[src/rtl/eswr_pkg.sv]
`timescale 1ns / 1ps
package eswr_pkg;
	localparam int OP_W = 4;
	localparam int QDEPTH = 2;

	typedef enum logic [3:0] {
		OP_CONNECT    = 4'd0,
		OP_DISCONNECT = 4'd1,
		OP_TOGGLE     = 4'd2,
		OP_CONNECTED  = 4'd3,
		OP_PATH       = 4'd4,
		OP_SOURCES    = 4'd5,
		OP_DESTS      = 4'd6,
		OP_DROP       = 4'd7,
		OP_CLEAR      = 4'd8
	} op_t;

	localparam logic [6:0] COUNT_MAX = 7'd127;

	typedef struct packed {
		logic       answer;
		logic [6:0] count;
		logic       status;
	} res_t;
endpackage

[src/rtl/eswr_front.sv]
`timescale 1ns / 1ps
module eswr_front import eswr_pkg::*; #(
	parameter int ID_BITS = 32
) (
	input  logic                 clk,
	input  logic                 arst_n,
	input  logic                 in_valid,
	output logic                 in_ready,
	input  logic [OP_W-1:0]      in_op,
	input  logic [ID_BITS-1:0]   in_s,
	input  logic [ID_BITS-1:0]   in_d,
	input  logic [ID_BITS-1:0]   in_n,
	output logic                 q_valid,
	input  logic                 q_ready,
	output logic [OP_W-1:0]      q_op,
	output logic [ID_BITS-1:0]   q_a,
	output logic [ID_BITS-1:0]   q_b
);
	localparam int AW = (QDEPTH > 1) ? $clog2(QDEPTH) : 1;
	logic [OP_W-1:0]    op_q [QDEPTH];
	logic [ID_BITS-1:0] a_q [QDEPTH];
	logic [ID_BITS-1:0] b_q [QDEPTH];
	logic [AW-1:0] wp_q, rp_q;
	logic [AW:0]   cnt_q;
	logic [ID_BITS-1:0] a_in, b_in;
	logic push, pop;

	// drop node carries the node in the first id slot
	always_comb begin
		if (in_op == OP_DROP) begin
			a_in = in_n;
		end else begin
			a_in = in_s;
		end
		b_in = in_d;
	end

	assign in_ready = (cnt_q != (AW+1)'(QDEPTH));
	assign q_valid  = (cnt_q != '0);
	assign push = in_valid && in_ready;
	assign pop  = q_valid && q_ready;
	assign q_op = op_q[rp_q];
	assign q_a  = a_q[rp_q];
	assign q_b  = b_q[rp_q];

	always_ff @(posedge clk) begin
		if (push) begin
			op_q[wp_q] <= in_op;
			a_q[wp_q]  <= a_in;
			b_q[wp_q]  <= b_in;
		end
	end

	always_ff @(posedge clk or negedge arst_n) begin
		if (!arst_n) begin
			wp_q <= '0;
			rp_q <= '0;
			cnt_q <= '0;
		end else begin
			if (push) begin
				wp_q <= (wp_q == AW'(QDEPTH-1)) ? '0 : wp_q + 1'b1;
			end
			if (pop) begin
				rp_q <= (rp_q == AW'(QDEPTH-1)) ? '0 : rp_q + 1'b1;
			end
			cnt_q <= cnt_q + (AW+1)'(push) - (AW+1)'(pop);
		end
	end
endmodule

[config.mk]
export PLATFORM = sky130hd
export DESIGN_NAME = eswr_front
export DESIGN_NICKNAME = d
export VERILOG_FILES = /design/src/rtl/eswr_pkg.sv /design/src/rtl/eswr_front.sv
export SDC_FILE = /design/constraint.sdc
export NUM_CORES = 1
export LEC_CHECK = 0
export BUFFER_PORTS_ARGS = -buffer_cell sky130_fd_sc_hd__buf_2
export CAP_MARGIN = 0
export CORE_AREA = 2 2 116 118
export DETAILED_ROUTE_END_ITERATION = 7
export DIE_AREA = 0 0 118 120
export PLACE_DENSITY = 0.78
export SKIP_CTS_REPAIR_TIMING = 1
export SKIP_LAST_GASP = 1
export SLEW_MARGIN = 20
export SYNTH_ARGS = -nofsm -noshare
export SYNTH_HDL_FRONTEND = slang
export SYNTH_SLANG_ARGS = --single-unit
[constraint.sdc]
create_clock -name clk -period 9.86 [get_ports clk]
set_clock_uncertainty 0.05 [all_clocks]
set_input_delay 0.986 -clock clk [delete_from_list [all_inputs] [get_ports clk]]
set_output_delay 0.986 -clock clk [all_outputs]
set_load 0.005 [all_outputs]
==> results.ini <==
[run_status]
status=completed

[sta]
final.setup.tns_ns=0
rsz0062_at_grt=no
worst_slew_pin_slew_ns=0.9628
post-route-min-period_ns=3.284
timing.final.crit_share=0.3331
max_freq_ghz=0.3045
finalMaxSlewViolations=0
finalHoldViolations=0
setup_viol=0
maxSlewHeadroom=0.3581

[routing]
routed_wirelength_mm=10.05
avgRoutedWirePerCell_um=15.65
ant_nets=0
avgViaCountPerCell=4.735
via_count=3040
drt_iter0_drc=130
dr.pass1.iters=5
drc=0

[cts]
clock_sinks=140
cts_max_path_buffers=2
cts_tree=yes
clock_latency_ns=0.40
numCtsBuffers=17
htreeDepth=4
path_clk_slew_ns=0.06
root_buffer=clkbuf_16

[synth]
yosysUniqueCellTypes=20
ys_seq_elements=140
syn_area_um2=5658
syn_inst=270
syn_avg_cell_area_um2=20.96
yosysWarnings=0
yosysSeqAreaShare=0.7395
syn-num-nets=375

[pwr]
p_int_mw=1.392
p_clk_frac=0.285
leakage_nw=2.861
p_per_area_nw_per_um2=265.5
switching_share=0.2711
combPwrFrac=0.262
p_sw_mw=0.5177
ir_drop_mv=0.1389
pwr-share-seq=0.453

[place]
gp_congestion=0.6853
portBuffers=173
place_area_um2=6680
place_hpwl_mm=6.652
dp.cells=610

[die]
rows=42
die_h_um=120
initial_core_util=0.4359
die_w_um=118
coreArea_um2=12980
io_pins=174
die_area_um2=14160

[min_path]
hold_path_class=input port to async pin

[worst_setup_path]
worstSetupPathType=flip-flop to output pin
worstPathArrival_ns=2.25
worst-path-max-fanout=52
endpoint_kind=output pin
startpoint_type=flip-flop
required_ns=8.82
slowest_delay_ns=0.64
cp_slowest_cell=buf_4
crit_chain=buf_4 -> mux2_2 -> buf_2

[global_routing]
grt_pass1_wl_mm=15.39
grt-ovfl-total=0
track_usage=0.1440
grt_pass1_vias=3164
antenna_found_initial=0
grt_max_degree=69

[finish]
nets=558
final_cell_area_um2=7191
antenna_cells=0
fin_cells=642
area_growth_syn_to_layout_pct=27.09
drive_gt1_frac=0.6609

[flow_run]
cap_viol_max_count=0

## synth_stat cells
| cell type | number | area [um2] |
|---|---|---|
| mux2_2 | 70 | 788.3 |
| o21ai_0 | 1 | 5.000 |
| buf_6 | 6 | 67.56 |
| a211oi_1 | 1 | 7.510 |
| nand4b_4 | 1 | 23.77 |
| a21bo_2 | 1 | 10.01 |
| nor2_1 | 3 | 11.26 |
| mux2_4 | 30 | 450.4 |
| nor2b_1 | 1 | 6.260 |
| and3_1 | 1 | 6.260 |
| xnor2_1 | 3 | 26.28 |
| nand2b_1 | 1 | 6.260 |
| nand2_1 | 2 | 7.510 |
| or2_2 | 1 | 6.260 |
| ha_1 | 1 | 12.51 |
| buf_2 | 5 | 25.02 |
| dfrtp_1 | 4 | 100.1 |
| edfxtp_1 | 136 | 4084 |
| nand3_1 | 1 | 5.000 |
| a32oi_1 | 1 | 8.760 |
## layout make-up
cell class,instances,area (um2)
repair buffers,175,880.8
multi-input cells,119,1394
well taps,176,220.2
flip-flops and latches,140,4185
clock inverters,14,81.33
fillers,1078,5789
clock buffers,18,429.2
## state kept, by name, indices dropped and copies added (netlist names)
register / cells
a_q: 64
b_q: 64
op_q: 8
cnt_q: 2
rp_q: 1
wp_q: 1
## kinds of logic after synthesis
kind of cell | Yosys count | synth area share
AOI/OAI and AO/OA | 4 | 0.005529
xor gates and xnor gates | 3 | 0.004645
adders and majority gates | 1 | 0.002211
buffers and inverters | 11 | 0.01636
DFF | 140 | 0.7395
muxes | 100 | 0.2189
and+or+nand+nor | 11 | 0.01283
## placed cells by master (no fill, tap or decap), types with 2 or more instances in the layout
cell	instances
buf_2	173
edfxtp_1	136
mux2_2	70
mux2_4	30
clkbuf_16	17
clkinvlp_4	5
clkinv_2	4
clkinv_1	4
xnor2_1	3
dfrtp_1	3
nor2_1	2
nand2_1	2
buf_4	2
## power groups by stage
| stage | Combinational, mW | Clock, mW | Sequential (mW) |
|---|---|---|---|
| floorplan | 0.329 | 0 | 0.861 |
| global placement | 0.506 | 0 | 0.871 |
| detailed placement | 0.514 | 0 | 0.881 |
| CTS | 0.517 | 0.556 | 0.869 |
| global route | 0.547 | 0.583 | 0.880 |
| finish | 0.500 | 0.544 | 0.865 |
## through the flow
stage | hold slack (ns) | total power, mW | utilization | setup WS, ns
4_1_cts | 0.3042 | 1.942 | 0.5540 | 6.486
2_1_floorplan | 0.4102 | 1.190 | - | 5.415
6_report | 0.3250 | 1.909 | 0.5540 | 6.576
3_3_place_gp | 0.4890 | 1.377 | 0.5147 | 6.927
5_1_grt | 0.3092 | 2.009 | 0.5540 | 6.415
3_5_place_dp | 0.4937 | 1.395 | 0.5147 | 6.832
## layer usage
| layer | track usage | part of all wire | up-vias |
|---|---|---|---|
| met5 | 0 | 0 | - |
| met4 | 0.06627 | 0.018 | 0 |
| met3 | 0.04705 | 0.058 | 16 |
| met2 | 0.2460 | 0.51 | 110 |
| met1 | 0.1649 | 0.41 | 1479 |
| li1 | - | - | 1435 |
## worst paths after layout
kind,cells past startpoint,slack (ns),startpoint,to
setup reg to reg,4,7.46,cnt_q[0]$_DFF_PN0_,b_q[0][23]$_DFFE_PP_
hold / removal,1,0.33,arst_n,cnt_q[0]$_DFF_PN0_
max in group asynchronous,1,9.30,arst_n,rp_q$_DFFE_PN0P_
setup / recovery,3,6.58,rp_q$_DFFE_PN0P_,q_b[14]
hold reg to reg,1,0.50,wp_q$_DFFE_PN0P_,wp_q$_DFFE_PN0P_
min in group clk,1,0.50,wp_q$_DFFE_PN0P_,wp_q$_DFFE_PN0P_
## critical path: cells and delay by family (launching register included)
kind	cells	cell delay, ns
buffers and inverters	2	0.77
flip-flops	1	0.63
multiplexers	1	0.42
Note: power is estimated with default switching activity, not from simulation.
